[src/sv/fidg_pkg.sv]
// Shared constants, tables and types of the FOC inverter duty generator.
package fidg_pkg;

    // CORDIC rotation
    localparam int CORDIC_STEPS = 24;
    localparam int CORDIC_SPAN  = 38;  // voltage bits plus CORDIC fraction bits
    localparam int XW           = 41;  // CORDIC x/y datapath width, headroom for gain
    localparam int ZW           = 34;  // CORDIC angle residue width

    // Fixed-point scaling
    localparam int PHASE_FRAC = 8;
    localparam int GAIN_SPLIT = 20;    // gain multiply is cut into two partial products

    localparam logic [23:0] CORDIC_GAIN_Q24 = 24'd10188014;
    localparam logic [16:0] SQRT3_Q16       = 17'd113512;

    // Per-step rotation angles as a fraction of one turn (2^32 = one turn)
    localparam logic [31:0] ROT_STEP [CORDIC_STEPS] = '{
        32'd536870912, 32'd316933406, 32'd167458907, 32'd85004756,
        32'd42667331,  32'd21354465,  32'd10679838,  32'd5340245,
        32'd2670163,   32'd1335087,   32'd667544,    32'd333772,
        32'd166886,    32'd83443,     32'd41722,     32'd20861,
        32'd10430,     32'd5215,      32'd2608,      32'd1304,
        32'd652,       32'd326,       32'd163,       32'd81
    };

    // PWM mode register codes; the remaining code acts as off
    localparam logic [1:0] MODE_SVM  = 2'd0;
    localparam logic [1:0] MODE_SINE = 2'd1;
    localparam logic [1:0] MODE_OFF  = 2'd2;

    // Control that travels with each item down the pipeline
    typedef struct packed {
        logic       vld;
        logic [1:0] mode;
    } t_ctl;

endpackage

[src/sv/fidg_duty.sv]
// Duty scaling by the bus voltage: pipelined restoring divider, one bit per stage.
module fidg_duty #(
    parameter int VOLT_BITS = 16,
    parameter int DUTY_BITS = 16
) (
    input  logic                              i_clk,
    input  logic                              i_rst_n,
    input  fidg_pkg::t_ctl                    i_ctl,
    input  logic signed [VOLT_BITS+12:0]      i_n0,
    input  logic signed [VOLT_BITS+12:0]      i_n1,
    input  logic signed [VOLT_BITS+12:0]      i_n2,
    input  logic [VOLT_BITS-2:0]              i_bus,
    input  logic signed [VOLT_BITS:0]         i_alpha,
    input  logic signed [VOLT_BITS:0]         i_beta,
    output logic                              o_vld,
    output logic [DUTY_BITS-1:0]              o_duty0,
    output logic [DUTY_BITS-1:0]              o_duty1,
    output logic [DUTY_BITS-1:0]              o_duty2,
    output logic signed [VOLT_BITS:0]         o_alpha,
    output logic signed [VOLT_BITS:0]         o_beta
);
    import fidg_pkg::*;

    localparam int NW = VOLT_BITS + 14;   // bus plus offset phase voltage
    localparam int DW = VOLT_BITS + 8;    // divisor: twice the bus in phase fraction
    localparam int QB = DUTY_BITS + 1;    // quotient bits before the final halving

    logic signed [VOLT_BITS+12:0] n_in [3];

    // Stage D1
    logic                    r1_vld;
    logic                    r1_kill;
    logic signed [NW-1:0]    r1_num [3];
    logic [DW-1:0]           r1_d;
    logic signed [VOLT_BITS:0] r1_alpha;
    logic signed [VOLT_BITS:0] r1_beta;

    // Divider stages, index 0 is the setup stage
    logic                    r_vld   [QB+1];
    logic [DW-1:0]           r_d     [QB+1];
    logic [DW-1:0]           r_rem   [QB+1][3];
    logic [QB-1:0]           r_q     [QB+1][3];
    logic                    r_zero  [QB+1][3];
    logic                    r_sat   [QB+1][3];
    logic signed [VOLT_BITS:0] r_alpha [QB+1];
    logic signed [VOLT_BITS:0] r_beta  [QB+1];

    // Final stage
    logic                    r_out_vld;
    logic [DUTY_BITS-1:0]    r_duty [3];
    logic signed [VOLT_BITS:0] r_out_alpha;
    logic signed [VOLT_BITS:0] r_out_beta;

    assign n_in[0] = i_n0;
    assign n_in[1] = i_n1;
    assign n_in[2] = i_n2;

    // D1: add the bus, note items that give zero duties
    always_ff @(posedge i_clk) begin
        if (!i_rst_n) begin
            r1_vld <= 1'b0;
        end else begin
            r1_vld <= i_ctl.vld;
        end
        for (int k = 0; k < 3; k++) begin
            r1_num[k] <= NW'(n_in[k]) + signed'(NW'({i_bus, {PHASE_FRAC{1'b0}}}));
        end
        r1_d     <= {i_bus, {(PHASE_FRAC+1){1'b0}}};
        r1_kill  <= (i_bus == '0) || (i_ctl.mode != MODE_SVM && i_ctl.mode != MODE_SINE);
        r1_alpha <= i_alpha;
        r1_beta  <= i_beta;
    end

    // D2: classify each lane and load the remainder
    always_ff @(posedge i_clk) begin
        if (!i_rst_n) begin
            r_vld[0] <= 1'b0;
        end else begin
            r_vld[0] <= r1_vld;
        end
        for (int k = 0; k < 3; k++) begin
            r_zero[0][k] <= r1_kill || (r1_num[k] <= 0);
            r_sat[0][k]  <= r1_num[k] >= signed'(NW'(r1_d));
            r_rem[0][k]  <= DW'(r1_num[k]);
            r_q[0][k]    <= '0;
        end
        r_d[0]     <= r1_d;
        r_alpha[0] <= r1_alpha;
        r_beta[0]  <= r1_beta;
    end

    // One quotient bit per stage
    for (genvar s = 0; s < QB; s++) begin : g_div
        logic [DW:0] t     [3];
        logic        ge    [3];

        always_comb begin
            for (int k = 0; k < 3; k++) begin
                t[k]  = {r_rem[s][k], 1'b0};
                ge[k] = t[k] >= {1'b0, r_d[s]};
            end
        end

        always_ff @(posedge i_clk) begin
            if (!i_rst_n) begin
                r_vld[s+1] <= 1'b0;
            end else begin
                r_vld[s+1] <= r_vld[s];
            end
            for (int k = 0; k < 3; k++) begin
                r_rem[s+1][k]  <= ge[k] ? DW'(t[k] - {1'b0, r_d[s]}) : DW'(t[k]);
                r_q[s+1][k]    <= {r_q[s][k][QB-2:0], ge[k]};
                r_zero[s+1][k] <= r_zero[s][k];
                r_sat[s+1][k]  <= r_sat[s][k];
            end
            r_d[s+1]     <= r_d[s];
            r_alpha[s+1] <= r_alpha[s];
            r_beta[s+1]  <= r_beta[s];
        end
    end

    // Final: round the Q17 ratio to Q16 and saturate
    logic [QB:0] q_inc [3];

    always_comb begin
        for (int k = 0; k < 3; k++) q_inc[k] = (QB+1)'(r_q[QB][k]) + (QB+1)'(1);
    end

    always_ff @(posedge i_clk) begin
        if (!i_rst_n) begin
            r_out_vld <= 1'b0;
        end else begin
            r_out_vld <= r_vld[QB];
        end
        for (int k = 0; k < 3; k++) begin
            if (r_zero[QB][k]) begin
                r_duty[k] <= '0;
            end else if (r_sat[QB][k] || q_inc[k][QB]) begin
                r_duty[k] <= '1;
            end else begin
                r_duty[k] <= q_inc[k][DUTY_BITS:1];
            end
        end
        r_out_alpha <= r_alpha[QB];
        r_out_beta  <= r_beta[QB];
    end

    assign o_vld   = r_out_vld;
    assign o_duty0 = r_duty[0];
    assign o_duty1 = r_duty[1];
    assign o_duty2 = r_duty[2];
    assign o_alpha = r_out_alpha;
    assign o_beta  = r_out_beta;

endmodule

[config.mk]
export PLATFORM = sky130hd
export DESIGN_NAME = fidg_duty
export DESIGN_NICKNAME = d
export VERILOG_FILES = /design/src/sv/fidg_pkg.sv /design/src/sv/fidg_duty.sv
export SDC_FILE = /design/constraint.sdc
export NUM_CORES = 2
export LEC_CHECK = 0
export BUFFER_PORTS_ARGS = -buffer_cell sky130_fd_sc_hd__buf_2
export CORE_ASPECT_RATIO = 0.7
export CORE_MARGIN = 2
export CORE_UTILIZATION = 56
export CTS_BUF_LIST = sky130_fd_sc_hd__clkbuf_8
export CTS_CLUSTER_SIZE = 16
export DETAILED_ROUTE_END_ITERATION = 10
export PLACE_DENSITY_LB_ADDON = 0.1
export SETUP_SLACK_MARGIN = 0.3
export SLEW_MARGIN = 40
export SYNTH_ARGS = -nofsm -noshare
export SYNTH_HDL_FRONTEND = slang
export SYNTH_SLANG_ARGS = --single-unit
[constraint.sdc]
create_clock -name i_clk -period 4.3 [get_ports i_clk]
set_clock_uncertainty 0.05 [all_clocks]
set_input_delay 0.645 -clock i_clk [delete_from_list [all_inputs] [get_ports i_clk]]
set_output_delay 0.645 -clock i_clk [all_outputs]
set_load 0.01 [all_outputs]
### Word level (Yosys, flattened, before mapping)

Memory sizes are Yosys's and may differ from the RTL's. A register that Yosys moved wholly into a read port is not among the register bits.
Cells that the tools add are included.

* add/sub/neg operators: 57
* bitwise gates (word level): 24
* magnitude comparators: 57
* eq/ne operators: 1
* muxes and demuxes: 101
* reduce and logical (&&, ||, !) cells: 11

Operators by type and width (count)
* 25-bit by 24-bit greater-or-equal comparator with 1-bit output: 51
* 24-bit two-way mux: 51
* 24-bit subtractor: 51
* 16-bit two-way mux: 6
* 29-bit by 24-bit adder with 30-bit output: 3
* 30-bit by 25-bit greater-or-equal comparator with 1-bit output: 3
* 30-bit by 1-bit <= comparator with 1-bit output (second input constant): 3
* 17-bit by 1-bit adder with 18-bit output (second input constant): 3
* 1-bit two-way mux: 44
* 1-bit bitwise OR: 24
* 15-bit logical NOT: 1
* 1-bit logical OR: 7
* 2-bit by 1-bit inequality test with 1-bit output (second input constant): 1
* 2-bit nonzero test: 1
* 1-bit logical AND: 1
* 1-bit logical NOT: 1

* memory bits (writable): 3522
* bits in registers: 51
* bits of input ports: 141
* word-level logic and storage cells: 266
* memories: 10

Memories
* r_rem: depth 18, width 72, read ports 17, clocked after memory_dff 0, wr ports 18, RTL line fidg_duty.sv:41 `logic [DW-1:0] r_rem [QB+1][3];`
* r_q: depth 18, width 51, read ports 18, clocked after memory_dff 0, wr ports 18, RTL line fidg_duty.sv:42 `logic [QB-1:0] r_q [QB+1][3];`
* r_d: depth 18, width 24, read ports 17, clocked after memory_dff 0, wr ports 18, RTL line fidg_duty.sv:40 `logic [DW-1:0] r_d [QB+1];`
* r_alpha: depth 18, width 17, read ports 18, clocked after memory_dff 1, wr ports 18, RTL line fidg_duty.sv:45 `logic signed [VOLT_BITS:0] r_alpha [QB+1];`
* r_beta: depth 18, width 17, read ports 18, clocked after memory_dff 1, wr ports 18, RTL line fidg_duty.sv:46 `logic signed [VOLT_BITS:0] r_beta [QB+1];`
* r1_num: depth 3, width 30, read ports 3, clocked after memory_dff 0, wr ports 3, RTL line fidg_duty.sv:33 `logic signed [NW-1:0] r1_num [3];`
* 4 more memories

### Logic depth before layout (Yosys ltp)

An unclocked memory read counts as a cell.

* word-level depth: 8
* mapped depth: 14
* mapped depth without buffers: 12

### Worst setup path before layout

Ideal clock, no wire load.

* kind: register -> register
* start point: memory r_d[3][9] (netlist bit)
* end point: memory r_rem[4][64] (netlist bit)
* data arrival time: 3061 ps
* setup slack: 1068 ps
* buffers on the path: 2
* clock period less this slack: 3232 ps
* cell stages (with the launch flop): 14
* setup time: 121 ps
* cells stage by stage: dfxtp_1 > ha_1 > inv_1 > fa_1 > a21o_1 > a311oi_1 > a21oi_1 > a211oi_1 > o21bai_1 > a21oi_1 > o21a_1 > clkbuf_1 > buf_2 > mux2_2

RTL lines (RTL line)
* start, declared: fidg_duty.sv:40
* end, declared: fidg_duty.sv:41

==> flow_summary.toml <==
[setup_path]
start_kind = "flop"
cp_max_fo = 14
cp_cell_sequence = "buf_4 -> ha_1 -> inv_1 -> fa_1 -> a21o_1 -> a21oi_1 -> o21ai_0 -> a31oi_1 -> o21bai_1 -> a211oi_1 -> o21ai_1 -> buf_4 -> mux2_2"
critical_path_class = "reg -> reg"
critPathMaxStageDelay_ps = 660
crit_path_end_kind = "flop"
critPathSlowestCell = "dfxtp_1"
crit_arrival_ps = 4670
required_ps = 5070
cp_common_cell = "buf_4"

[yosys]
synth.most_common_cell = "dfxtp_1"
synth_xor_area_frac = 0.0566
synth-async-reset-ratio = 0
synthTopCellsByArea = "dfxtp_1 52%, ha_1 11%, o21ai_0 3.6%, xnor2_1 3.3%, mux2_2 3.2%"
synth_cells = 9098
yosys_warnings = 0
syn_area_um2 = 97100
synth_cell_types = 82
synth_top_area_frac = 0.521
synth_fa_ha_area_frac = 0.121
yosys.area.top_type = "dfxtp_1"
synth_edf_count = 48
ys_top_cells_by_count = "2528 x dfxtp_1, 855 x ha_1, 706 x o21ai_0"
synth_top_family_by_area = "compound AO/OA/AOI/OAI gates"
synthMuxAreaShare = 0.0366
avgSynthCellArea_um2 = 10.7
synth-seq-cells = 2576
synth-simple-area-share = 0.102
ys_seq_area_frac = 0.536
synth_flop_cell = "dfxtp_1"
synth-compound-area-share = 0.123

[placed_design]
dp_hpwl_um = 194000
io_buffers = 222
place_congestion = 0.990
dp.cells = 11700

[cells_and_area]
synthToLayoutAreaGrowth_pct = 14.5
register_area_um2 = 52000
multiInputGateArea_um2 = 42900
layout-drive-gt1-share = 0.123
fillerInstances = 13500
stdcell_count = 12500
nNetsFinal = 10900

[cts]
cts_max_level = 5
cts_setup_buffers = 0
cts_buffers = 374
clock_latency_ps = 1040
clockRootBuffer = "clkbuf_8"
clock_sinks = 2576
tritoncts = "built"
cts_max_path_buffers = 4
clk_pin_slew_ps = 70

[floorplanning]
start_util = 0.565
die-area_um2 = 177000
num_rows = 127
ioPinCount = 224
fp.dieH_um = 352
die_w_um = 502
coreArea_um2 = 172000

[sta]
fin_setup_tns_ps = 0
fmax_ghz = 0.256
setup_viol = 0
hold_viol_final = 0
tightestPinTransition_ps = 923
period_minus_slack_ps = 3900
maxSlewHeadroom = 0.380
fin_crit_sh = 0.908
grt_setup_unrepaired = "no"
slew_viol_final = 0

[global_route]
grt_first_pass_wirelength_um = 372000
antenna_found_initial = 13
gr-total-overflow = 0
grt_pass1_vias = 64400
grt_max_degree = 31
grt.total_usage = 0.274

[drt]
vias = 68000
first_pass_iters = 8
wirelength_um = 248000
ant_nets = 0
wl_per_cell_um = 19.9
dr.first_iter.drc_count = 5925
drc = 0
via_per_inst = 5.45

[status]
status = "finished, final reports clean"

[run]
cap_viol_max_count = 0

[pwr]
p_per_area_nw_per_um2 = 833
leakagePower_nw = 49.4
ir_worst_vdd_uv = 467

[worst_hold_path]
worstHoldPathType = "in -> reg"
## power by group
group | internal (mW) | switching [mW] | total, mW
combinational | 16.8 | 20.3 | 37.1
sequential | 31.0 | 4.25 | 35.2
clock | 11.2 | 9.07 | 20.2
total | 58.9 | 33.6 | 92.6
## cells in the final DEF, fill, tap and decap left out, types with 264 or more instances in the layout
cell type,instances
dfxtp_1,2528
ha_1,855
o21ai_0,702
nand2_1,662
inv_1,605
a21oi_1,539
clkbuf_8,462
nor2_1,452
xnor2_1,363
mux2_2,274
xor2_1,264
## final timing paths
path	startpoint	end	slack [ps]	cells past startpoint
hold reg to reg	r_q[4][6]	r_q[4][58]	190	0
setup reg to reg	r_d[4][9]	r_rem[5][15]	400	13
setup / recovery	r_d[4][9]	r_rem[5][15]	400	13
hold / removal	i_alpha[11]	r1_alpha[11]	150	2
## through the flow
stage | setup WS (ps) | util | instance area, um2 | hold WS, ps | total power [mW]
final | 396 | 0.647 | 111000 | 154 | 92.6
after global routing | 304 | 0.647 | 111000 | 65.2 | 98.8
after CTS | 462 | 0.647 | 111000 | 28.3 | 92.4
after detailed placement | 548 | 0.592 | 102000 | 262 | 71.7
after global placement | 584 | 0.592 | 102000 | 259 | 71.0
after floorplan | 1070 | - | 97300 | 260 | 61.5
## cell families after synthesis
logic type / Yosys count
mux: 316
xor+xnor: 627
buf+inv: 641
flops: 2576
simple gates: 2065
other cells: 1
fa+ha+maj: 906
compound gates: 1966
## area by class of cell
cell class,instances,area share
well taps,2322,0.0261
repair buffers,478,0.0312
flip-flops and latches,2576,0.468
multi-input cells,5928,0.386
diodes,10,0.000225
clock buffers,462,0.0572
inverters,515,0.0174
clock inverters,193,0.0137
## timing repair
action	4_1_cts	5_1_grt
hold endpoints to repair	158	0
gates resized for setup	0	3
setup endpoints to repair	0	29
hold buffers	156	0
## registers in the layout, summed over array words and instances, names as in the netlist, 18 cells and up
register / cells
r_zero: 54
r_rem: 900
r_duty: 48
r_sat: 54
r_beta: 306
r_d: 255
r_alpha: 306
r_q: 459
r1_num: 90
r_vld: 18
## critical path, delay by kind of cell, from the launching register on
kind	cells	cell delay, ps
compound gates	7	1640
mux	1	280
fa+ha+maj	2	530
buf+inv	3	550
flops	1	660
## per-layer routing
layer	vias to the layer above	part of all wire	global-route usage	wire length (um)
met3	340	0.099	0.0770	24500
met1	32000	0.53	0.454	131000
li1	33300	-	-	-
met4	8	0.015	0.0569	3620
met2	2360	0.36	0.341	88800
met5	-	0.00028	0	70
(Power assumes the default switching activity.)
