<file path="src/sv/fidg_pkg.sv">
// Shared constants, tables and types of the FOC inverter duty generator.
package fidg_pkg;

    // CORDIC rotation
    localparam int CORDIC_STEPS = 24;
    localparam int CORDIC_SPAN  = 38;  // voltage bits plus CORDIC fraction bits
    localparam int XW           = 41;  // CORDIC x/y datapath width, headroom for gain
    localparam int ZW           = 34;  // CORDIC angle residue width

    // Fixed-point scaling
    localparam int PHASE_FRAC = 8;
    localparam int GAIN_SPLIT = 20;    // gain multiply is cut into two partial products

    localparam logic [23:0] CORDIC_GAIN_Q24 = 24'd10188014;
    localparam logic [16:0] SQRT3_Q16       = 17'd113512;

    // Per-step rotation angles as a fraction of one turn (2^32 = one turn)
    localparam logic [31:0] ROT_STEP [CORDIC_STEPS] = '{
        32'd536870912, 32'd316933406, 32'd167458907, 32'd85004756,
        32'd42667331,  32'd21354465,  32'd10679838,  32'd5340245,
        32'd2670163,   32'd1335087,   32'd667544,    32'd333772,
        32'd166886,    32'd83443,     32'd41722,     32'd20861,
        32'd10430,     32'd5215,      32'd2608,      32'd1304,
        32'd652,       32'd326,       32'd163,       32'd81
    };

    // PWM mode register codes; the remaining code acts as off
    localparam logic [1:0] MODE_SVM  = 2'd0;
    localparam logic [1:0] MODE_SINE = 2'd1;
    localparam logic [1:0] MODE_OFF  = 2'd2;

    // Control that travels with each item down the pipeline
    typedef struct packed {
        logic       vld;
        logic [1:0] mode;
    } t_ctl;

endpackage

</file>
<file path="src/sv/fidg_phase.sv">
// Gain correction, rounding, inverse Clarke and common-mode offset stages.
module fidg_phase #(
    parameter int VOLT_BITS = 16
) (
    input  logic                              i_clk,
    input  logic                              i_rst_n,
    input  fidg_pkg::t_ctl                    i_ctl,
    input  logic signed [fidg_pkg::XW-1:0]    i_x,
    input  logic signed [fidg_pkg::XW-1:0]    i_y,
    input  logic [VOLT_BITS-2:0]              i_bus,
    output fidg_pkg::t_ctl                    o_ctl,
    output logic signed [VOLT_BITS+12:0]      o_n0,
    output logic signed [VOLT_BITS+12:0]      o_n1,
    output logic signed [VOLT_BITS+12:0]      o_n2,
    output logic [VOLT_BITS-2:0]              o_bus,
    output logic signed [VOLT_BITS:0]         o_alpha,
    output logic signed [VOLT_BITS:0]         o_beta
);
    import fidg_pkg::*;

    localparam int CF  = CORDIC_SPAN - VOLT_BITS;
    localparam int AW  = VOLT_BITS + 10;          // phase-fraction alpha/beta
    localparam int MW  = AW + 19;                 // sqrt3 product and sum
    localparam int PW  = AW + 2;                  // doubled phase voltages
    localparam int HW  = XW - GAIN_SPLIT;
    localparam int LW  = GAIN_SPLIT + 24;
    localparam int SW  = HW + 25 + GAIN_SPLIT;

    localparam logic signed [SW-1:0] RND_G  = SW'(1) <<< 23;
    localparam logic signed [XW-1:0] RND_A  = XW'(1) <<< (CF - PHASE_FRAC - 1);
    localparam logic signed [AW-1:0] RND_8  = AW'(1) <<< (PHASE_FRAC - 1);
    localparam logic signed [MW-1:0] RND_16 = MW'(1) <<< 15;

    t_ctl                       r_ctl [6];
    logic [VOLT_BITS-2:0]       r_bus [6];

    logic signed [HW+24:0]      r1_xh;
    logic signed [HW+24:0]      r1_yh;
    logic [LW-1:0]              r1_xl;
    logic [LW-1:0]              r1_yl;
    logic signed [XW-1:0]       r2_x;
    logic signed [XW-1:0]       r2_y;
    logic signed [AW-1:0]       r3_a;
    logic signed [AW-1:0]       r3_b;
    logic signed [AW-1:0]       r4_a;
    logic signed [AW+17:0]      r4_m;
    logic signed [VOLT_BITS:0]  r4_alpha;
    logic signed [VOLT_BITS:0]  r4_beta;
    logic signed [PW-1:0]       r5_p [3];
    logic signed [VOLT_BITS:0]  r5_alpha;
    logic signed [VOLT_BITS:0]  r5_beta;
    logic signed [PW:0]         r6_n [3];
    logic signed [VOLT_BITS:0]  r6_alpha;
    logic signed [VOLT_BITS:0]  r6_beta;

    logic signed [SW-1:0]       sx;
    logic signed [SW-1:0]       sy;
    logic signed [MW-1:0]       a16;
    logic signed [MW-1:0]       sum1;
    logic signed [MW-1:0]       sum2;
    logic signed [PW-1:0]       pmax;
    logic signed [PW-1:0]       pmin;
    logic signed [PW:0]         mm_sum;
    logic signed [PW-1:0]       off;

    // Control and bus ride along all six stages
    always_ff @(posedge i_clk) begin
        if (!i_rst_n) begin
            for (int k = 0; k < 6; k++) r_ctl[k] <= '0;
        end else begin
            r_ctl[0] <= i_ctl;
            for (int k = 1; k < 6; k++) r_ctl[k] <= r_ctl[k-1];
        end
        r_bus[0] <= i_bus;
        for (int k = 1; k < 6; k++) r_bus[k] <= r_bus[k-1];
    end

    // Stage 1: gain multiply as high and low partial products
    always_ff @(posedge i_clk) begin
        r1_xh <= signed'(i_x[XW-1:GAIN_SPLIT]) * signed'({1'b0, CORDIC_GAIN_Q24});
        r1_yh <= signed'(i_y[XW-1:GAIN_SPLIT]) * signed'({1'b0, CORDIC_GAIN_Q24});
        r1_xl <= i_x[GAIN_SPLIT-1:0] * CORDIC_GAIN_Q24;
        r1_yl <= i_y[GAIN_SPLIT-1:0] * CORDIC_GAIN_Q24;
    end

    // Stage 2: combine partials, round off the Q24 gain
    always_comb begin
        sx = (SW'(r1_xh) <<< GAIN_SPLIT) + signed'(SW'(r1_xl));
        sy = (SW'(r1_yh) <<< GAIN_SPLIT) + signed'(SW'(r1_yl));
    end

    always_ff @(posedge i_clk) begin
        r2_x <= XW'((sx + RND_G) >>> 24);
        r2_y <= XW'((sy + RND_G) >>> 24);
    end

    // Stage 3: round to phase fraction bits
    always_ff @(posedge i_clk) begin
        r3_a <= AW'((r2_x + RND_A) >>> (CF - PHASE_FRAC));
        r3_b <= AW'((r2_y + RND_A) >>> (CF - PHASE_FRAC));
    end

    // Stage 4: sqrt3 product, whole-unit alpha and beta
    always_ff @(posedge i_clk) begin
        r4_a     <= r3_a;
        r4_m     <= r3_b * signed'({1'b0, SQRT3_Q16});
        r4_alpha <= (VOLT_BITS+1)'((r3_a + RND_8) >>> PHASE_FRAC);
        r4_beta  <= (VOLT_BITS+1)'((r3_b + RND_8) >>> PHASE_FRAC);
    end

    // Stage 5: doubled phase voltages (inverse Clarke)
    always_comb begin
        a16  = MW'(r4_a) <<< 16;
        sum1 = -a16 + MW'(r4_m) + RND_16;
        sum2 = -a16 - MW'(r4_m) + RND_16;
    end

    always_ff @(posedge i_clk) begin
        r5_p[0]  <= PW'(r4_a) <<< 1;
        r5_p[1]  <= PW'(sum1 >>> 16);
        r5_p[2]  <= PW'(sum2 >>> 16);
        r5_alpha <= r4_alpha;
        r5_beta  <= r4_beta;
    end

    // Stage 6: min-max common-mode offset in space-vector mode
    always_comb begin
        pmax = r5_p[0];
        pmin = r5_p[0];
        for (int k = 1; k < 3; k++) begin
            if (r5_p[k] > pmax) pmax = r5_p[k];
            if (r5_p[k] < pmin) pmin = r5_p[k];
        end
        mm_sum = (PW+1)'(pmax) + (PW+1)'(pmin);
        off    = (r_ctl[4].mode == MODE_SVM) ? PW'(mm_sum >>> 1) : '0;
    end

    always_ff @(posedge i_clk) begin
        for (int k = 0; k < 3; k++) r6_n[k] <= (PW+1)'(r5_p[k]) - (PW+1)'(off);
        r6_alpha <= r5_alpha;
        r6_beta  <= r5_beta;
    end

    assign o_ctl   = r_ctl[5];
    assign o_bus   = r_bus[5];
    assign o_n0    = r6_n[0];
    assign o_n1    = r6_n[1];
    assign o_n2    = r6_n[2];
    assign o_alpha = r6_alpha;
    assign o_beta  = r6_beta;

endmodule

</file>
<file path="config.mk">
export PLATFORM = sky130hd
export DESIGN_NAME = fidg_phase
export DESIGN_NICKNAME = d
export VERILOG_FILES = /design/src/sv/fidg_pkg.sv /design/src/sv/fidg_phase.sv
export SDC_FILE = /design/constraint.sdc
export NUM_CORES = 2
export LEC_CHECK = 0
export BUFFER_PORTS_ARGS = -buffer_cell sky130_fd_sc_hd__buf_2
export CAP_MARGIN = 5
export CORE_AREA = 2 2 405 407
export CTS_BUF_LIST = sky130_fd_sc_hd__clkbuf_8
export DETAILED_ROUTE_END_ITERATION = 8
export DIE_AREA = 0 0 407 409
export SLEW_MARGIN = 20
export SYNTH_ARGS = -nofsm -noshare
export SYNTH_HDL_FRONTEND = slang
export SYNTH_SLANG_ARGS = --single-unit
</file>
<file path="constraint.sdc">
create_clock -name i_clk -period 10.2 [get_ports i_clk]
set_input_delay 0.51 -clock i_clk [delete_from_list [all_inputs] [get_ports i_clk]]
set_output_delay 0.51 -clock i_clk [all_outputs]
set_load 0.01 [all_outputs]
</file>
After elaboration in Yosys (flattened, before gate mapping) --
Memory sizes are Yosys's and may differ from the RTL's. Index checks and enable logic that the tools add are counted. Widths: inputs -> output; s select.
Operators by class: bitwise gates (word level) 6, magnitude comparators 4, divide/modulo/power cells 0, equal/unequal tests 0, muxes and demuxes 13, $mul 5, add/subtract/negate cells 17, shifts and indexed selects 0, reduce and logical (&&, ||, !) cells 1
Operator list (count):
- $mux 28 | 5
- $add 64x25->64 const B | 2
- $add 64x45->64 | 2
- $add 44x17->44 const B | 2
- $sub 28x28->29 | 3
- $mul 20x23->43 const B | 2
- $mul 21x24->43 const B | 2
- $add 40x15->40 const B | 2
- $gt 28x28->1 | 2
- $lt 28x28->1 | 2
- $add 25x9->25 const B | 2
- $add 44x44->44 | 1
- $neg 42->44 | 1
- $sub 44x44->44 | 1
- $mul 26x15->41 const B | 1
- $add 28x28->29 | 1
- $mux 3 | 6
- $or 1x1->1 | 6
- $logic_not 2->1 | 1
- $mux 1 | 2
Word-level totals: latch bits 0, input bits 102, logic and storage cells 66, memory bits (read-only) 0, RAM bits 279, output and inout port bits 139, memories kept 4, register bits 473
Memory list:
- r_bus | words 6, width 15, rd ports 6, clocked after Yosys merged registers in 0, write ports 6, RTL line fidg_phase.sv:35 | logic [VOLT_BITS-2:0] r_bus [6];
- r6_n | words 3, width 29, rd ports 3, clocked after Yosys merged registers in 0, write ports 3, RTL line fidg_phase.sv:52 | logic signed [PW:0] r6_n [3];
- r5_p | words 3, width 28, rd ports 3, clocked after Yosys merged registers in 0, write ports 3, RTL line fidg_phase.sv:49 | logic signed [PW-1:0] r5_p [3];
- r_ctl | words 6, width 3, rd ports 6, clocked after Yosys merged registers in 0, write ports 6, RTL line fidg_phase.sv:34 | t_ctl r_ctl [6];

Longest topological paths before layout --
An unclocked memory read counts as a cell.
depth in word-level cells 8, gate-level depth with buffers 43, mapped depth without buffers 42

Least setup slack after synthesis --
Ideal clock, no wire load.
path kind register -> register, start memory r5_p[0][27] (netlist name), end memory r6_n[0][84] (netlist name), data required time 10.077 ns, buffers on the path 2, path slack 1.683 ns, library setup time 0.123 ns, data arrival time 8.394 ns, period minus slack after synthesis 8.517 ns, stages on the path, launching flop included 40, cells stage by stage dfxtp_1 > inv_1 > ha_1 > nand4_1 > nor4_1 > nand2_1 > or4_1 > nand2_1 > buf_2 > mux2i_1 > ha_1 > nand4_1 > nor4_1 > o21a_1 > o32ai_1 > a31o_2 > nor2_1 > inv_2 > (+4 left out) > nor2b_1 > o21ai_0 > a21oi_1 > or2_2 > a31oi_1 > xnor2_1 > nand2_1 > ha_1 > a21o_1 > or3_1 > o211ai_1 > a41oi_1 > o31ai_2 > a21oi_1 > or4b_1 > a31oi_1 > o21ai_1 > xor2_1
RTL lines (RTL line):
- from (decl) | fidg_phase.sv:49
- to (decl) | fidg_phase.sv:52

==> flow_summary.ini <==
[floorplan]
initial_utilization = 0.447
top_level_ports = 241
floorplan.die_area_sq_um = 166000
horiz_die_dim_um = 407
core_area_sq_um = 162000
chipHeight_um = 409
rows = 148

[route]
topRoutingLayerUsed = met5
wl_met3_um = 7560
firstDrtPassIters = 5
route.detailed.wl_per_inst_um = 17.9
dr_total_vias = 48737
ant_nets = 0
vias_per_cell = 4.98
totalWireLength_um = 175000
detail_route.iter0.violations = 2699
drt_drc_violations_left = 0
wirelength_met1_um = 84200
dr_wl_met2_um = 80500

[finish]
filler_cell_count = 15183
nets = 9958
layout_area_growth_over_synthesis_pct = 9.21
fin_area_sq_um = 79100
layout_cell_share_with_drive_strength_beyond_1 = 0.0652
final-instance-count-excl-fill = 9788

[clock_tree]
clock_sink_count = 684
worstSkewPairLatency_ns = 0.86
cts_tree = done
worst_setup_hold_path_clk_slew_ns = 0.06
cts.htree.levels = 3
clock_tree.root_cell = clkbuf_8
cts_buffers = 113
max-clock-path-buffers = 3
cts.repair_timing.setup_buffer_count = 0

[timing]
setup-violations-final = 0
slew_headroom = 0.363
worst_pin_slew_ns = 0.932
rsz0062_at_grt = no
min_period_over_period = 0.930
drv_slew = 0
timing.final.hold_violations = 0
worst_clk_skew_ns = 0.0802
fmaxAchievable_mhz = 105
final.min_clock_period_ns = 9.48
finalSetupTns_ns = 0

[worst_hold_path]
timing.hold.worst_path_depth = 2
hold_path_class = in2reg
min-delay-start = i_x[21]
worst_hold_path.endpoint = r1_xh[2]

[logic_synthesis]
yosysWarningCount = 0
syn_area_sq_um = 72400
count_of_flip_flops_with_a_built_in_enable_after_synthesis = 0
synthCells = 7162
synth.distinct_cells = 92
async_reset_ff_frac = 0
synth_top_cell_area_share = 0.280
synth.largest_area_cell = fa_1
synth_ff_type = dfxtp_1
synthesis.area_per_instance_sq_um = 10.1
netlist_top_cells_area = fa_1 28%, ha_1 23%, dfxtp_1 19%
yosys_register_bits = 684
postSynthNetCount = 9592
sequential_cell_area_fraction_in_the_yosys_report = 0.189

[setup_path]
rr_endpoint = r6_n[0][84]
path_class = reg2reg
r2r-start = r5_p[0][27]
critical_path.max_stage_delay_ns = 0.54
worst_setup_path_end_kind = flip-flop
worstSetupStartpointType = flip-flop
worst_setup_slack_for_register_to_register_paths_ns = 0.72
crit_path_max_fanout = 20
worstPathRequired_ns = 10.93
startpoint = r5_p[0][27]
cp_data_arrival_time_ns = 10.22
ff2ff_path_depth = 39
critPathSlowestCell = or4b_1

[global_route]
global_route_wire_length_before_repair_um = 284000
grt_max_degree = 43
overflow = 0
via_count_of_the_first_global_routing_pass = 52188
antenna_found_initial = 5
grt.total_usage = 0.218

[run]
max_cap_violations = 0

[place]
dp_hpwl_um = 155000
numPortBuffers = 240
dp_cells = 9564
final_gp_congestion = 0.954
place_area_sq_um = 76400

[status]
status = complete, no violations
==> flip-flops by register name, indices dropped and copies added, names as in the netlist, 18 cells and up <==
register and flops:
r_bus 90, r1_xh 43, r4_a 26, r5_p 82, r6_n 87, r_ctl 18
r4_m 41, r1_yl 23, r3_b 26, r1_xl 23, r1_yh 43, r2_x 27
r3_a 26, r2_y 27
==> worst max-delay path, delay by kind of cell, from the launching register on <==
family | cells | cell delay, ns
AO/OA/AOI/OAI | 14 | 2.96
XOR/XNOR | 2 | 0.29
adder cells (fa/ha/maj) | 4 | 1.49
buffers and inverters | 4 | 0.71
flip-flops | 1 | 0.49
multiplexers | 1 | 0.13
AND/OR/NAND/NOR | 14 | 3.26
==> cells in the mapped netlist, types with 14 or more instances <==
| library cell | instances |
|---|---|
| o21ai_1 | 14 |
| o21ai_0 | 160 |
| o21bai_1 | 31 |
| nor4_1 | 25 |
| a21o_1 | 123 |
| o31a_1 | 14 |
| ha_1 | 1316 |
| a31oi_1 | 21 |
| clkbuf_1 | 22 |
| o21a_1 | 59 |
| and2_1 | 39 |
| nor2b_1 | 59 |
| or2_2 | 23 |
| o211ai_1 | 24 |
| inv_1 | 1564 |
| nand3_1 | 118 |
| and3_1 | 57 |
| a211oi_1 | 39 |
| dfxtp_1 | 684 |
| xor2_1 | 122 |
| a21oi_1 | 321 |
| xnor2_1 | 314 |
| or3_1 | 23 |
| mux2i_1 | 54 |
| nand4_1 | 54 |
| nor3_1 | 77 |
| nor2_1 | 330 |
| nand2_1 | 227 |
| nand2b_1 | 44 |
| fa_1 | 1012 |
==> stage by stage <==
step	utilization	hold WS, ns	setup WS [ns]
CTS	0.488	0.0646	0.320
global route	0.488	0.110	0.0187
detailed placement	0.471	0.312	0.365
global placement	0.471	0.310	0.483
finish	0.488	0.157	0.717
floorplan	-	0.310	1.68
==> metal layers <==
layer,GRT usage,vias up
met5,0,-
met4,0.0457,4
met3,0.0275,173
met2,0.357,886
met1,0.307,23750
li1,-,23924
==> cells by family (layout without fill, tap and decap cells) <==
group                      after synthesis  count (layout)  share of synthesized area
and+or+nand+nor                       1110            1110                     0.0744
xor gates and xnor gates               436             436                     0.0527
muxes                                   55              55                    0.00762
buffers and inverters                 1595            2045                     0.0829
AOI/OAI and AO/OA                      954             954                     0.0862
other                                    0               1                          0
DFF                                    684             684                      0.189
adders and majority gates             2328            2328                      0.507
==> worst max path at each step <==
stage | to | slack [ns] | depth (start not counted)
finish | r6_n[0][84] | 0.72 | 39
global placement | r6_n[0][27] | 0.48 | 40
CTS | r6_n[0][57] | 0.32 | 39
global route | r6_n[0][84] | 0.02 | 39
floorplan | r6_n[0][84] | 1.68 | 39
detailed placement | r6_n[0][57] | 0.36 | 39
==> timing repair <==
action | CTS | global route
hold buffers | 24 | 0
resized for setup | 0 | 10
endpoints found under the setup margin | 0 | 16
hold endpoints to repair | 35 | 0
==> layout make-up <==
cell class	instances	area (sq um)	share of cell area
multi-input cells	4883	52800	0.667
flip-flops and latches	684	13700	0.173
inverters	1565	5870	0.0743
clock inverters	62	571	0.00721
repair buffers	281	1580	0.0200
clock buffers	137	1890	0.0238
well taps	2175	2720	0.0344
diodes	1	2.50	0.0000316
==> cell usage in the layout, fill, tap and decap left out, types with 15 or more instances in the layout <==
cell	count
a211oi_1	38
a21o_1	123
a21oi_1	320
a31oi_1	20
and2_1	39
and3_1	57
buf_2	240
buf_4	15
clkbuf_8	137
dfxtp_1	684
dlygate4sd3_1	24
fa_1	1012
ha_1	1316
inv_1	1593
mux2i_1	54
nand2_1	226
nand2b_1	44
nand3_1	118
nand4_1	54
nor2_1	330
nor2b_1	59
nor3_1	77
nor4_1	25
o211ai_1	24
o21a_1	59
o21ai_0	158
o21ai_1	15
o21bai_1	31
or2_2	23
or3_1	23
xnor2_1	314
xor2_1	122
Power is left out: the tool's default activity adds up to more than one toggle a clock period on the data nets, which glitch-free logic cannot reach.
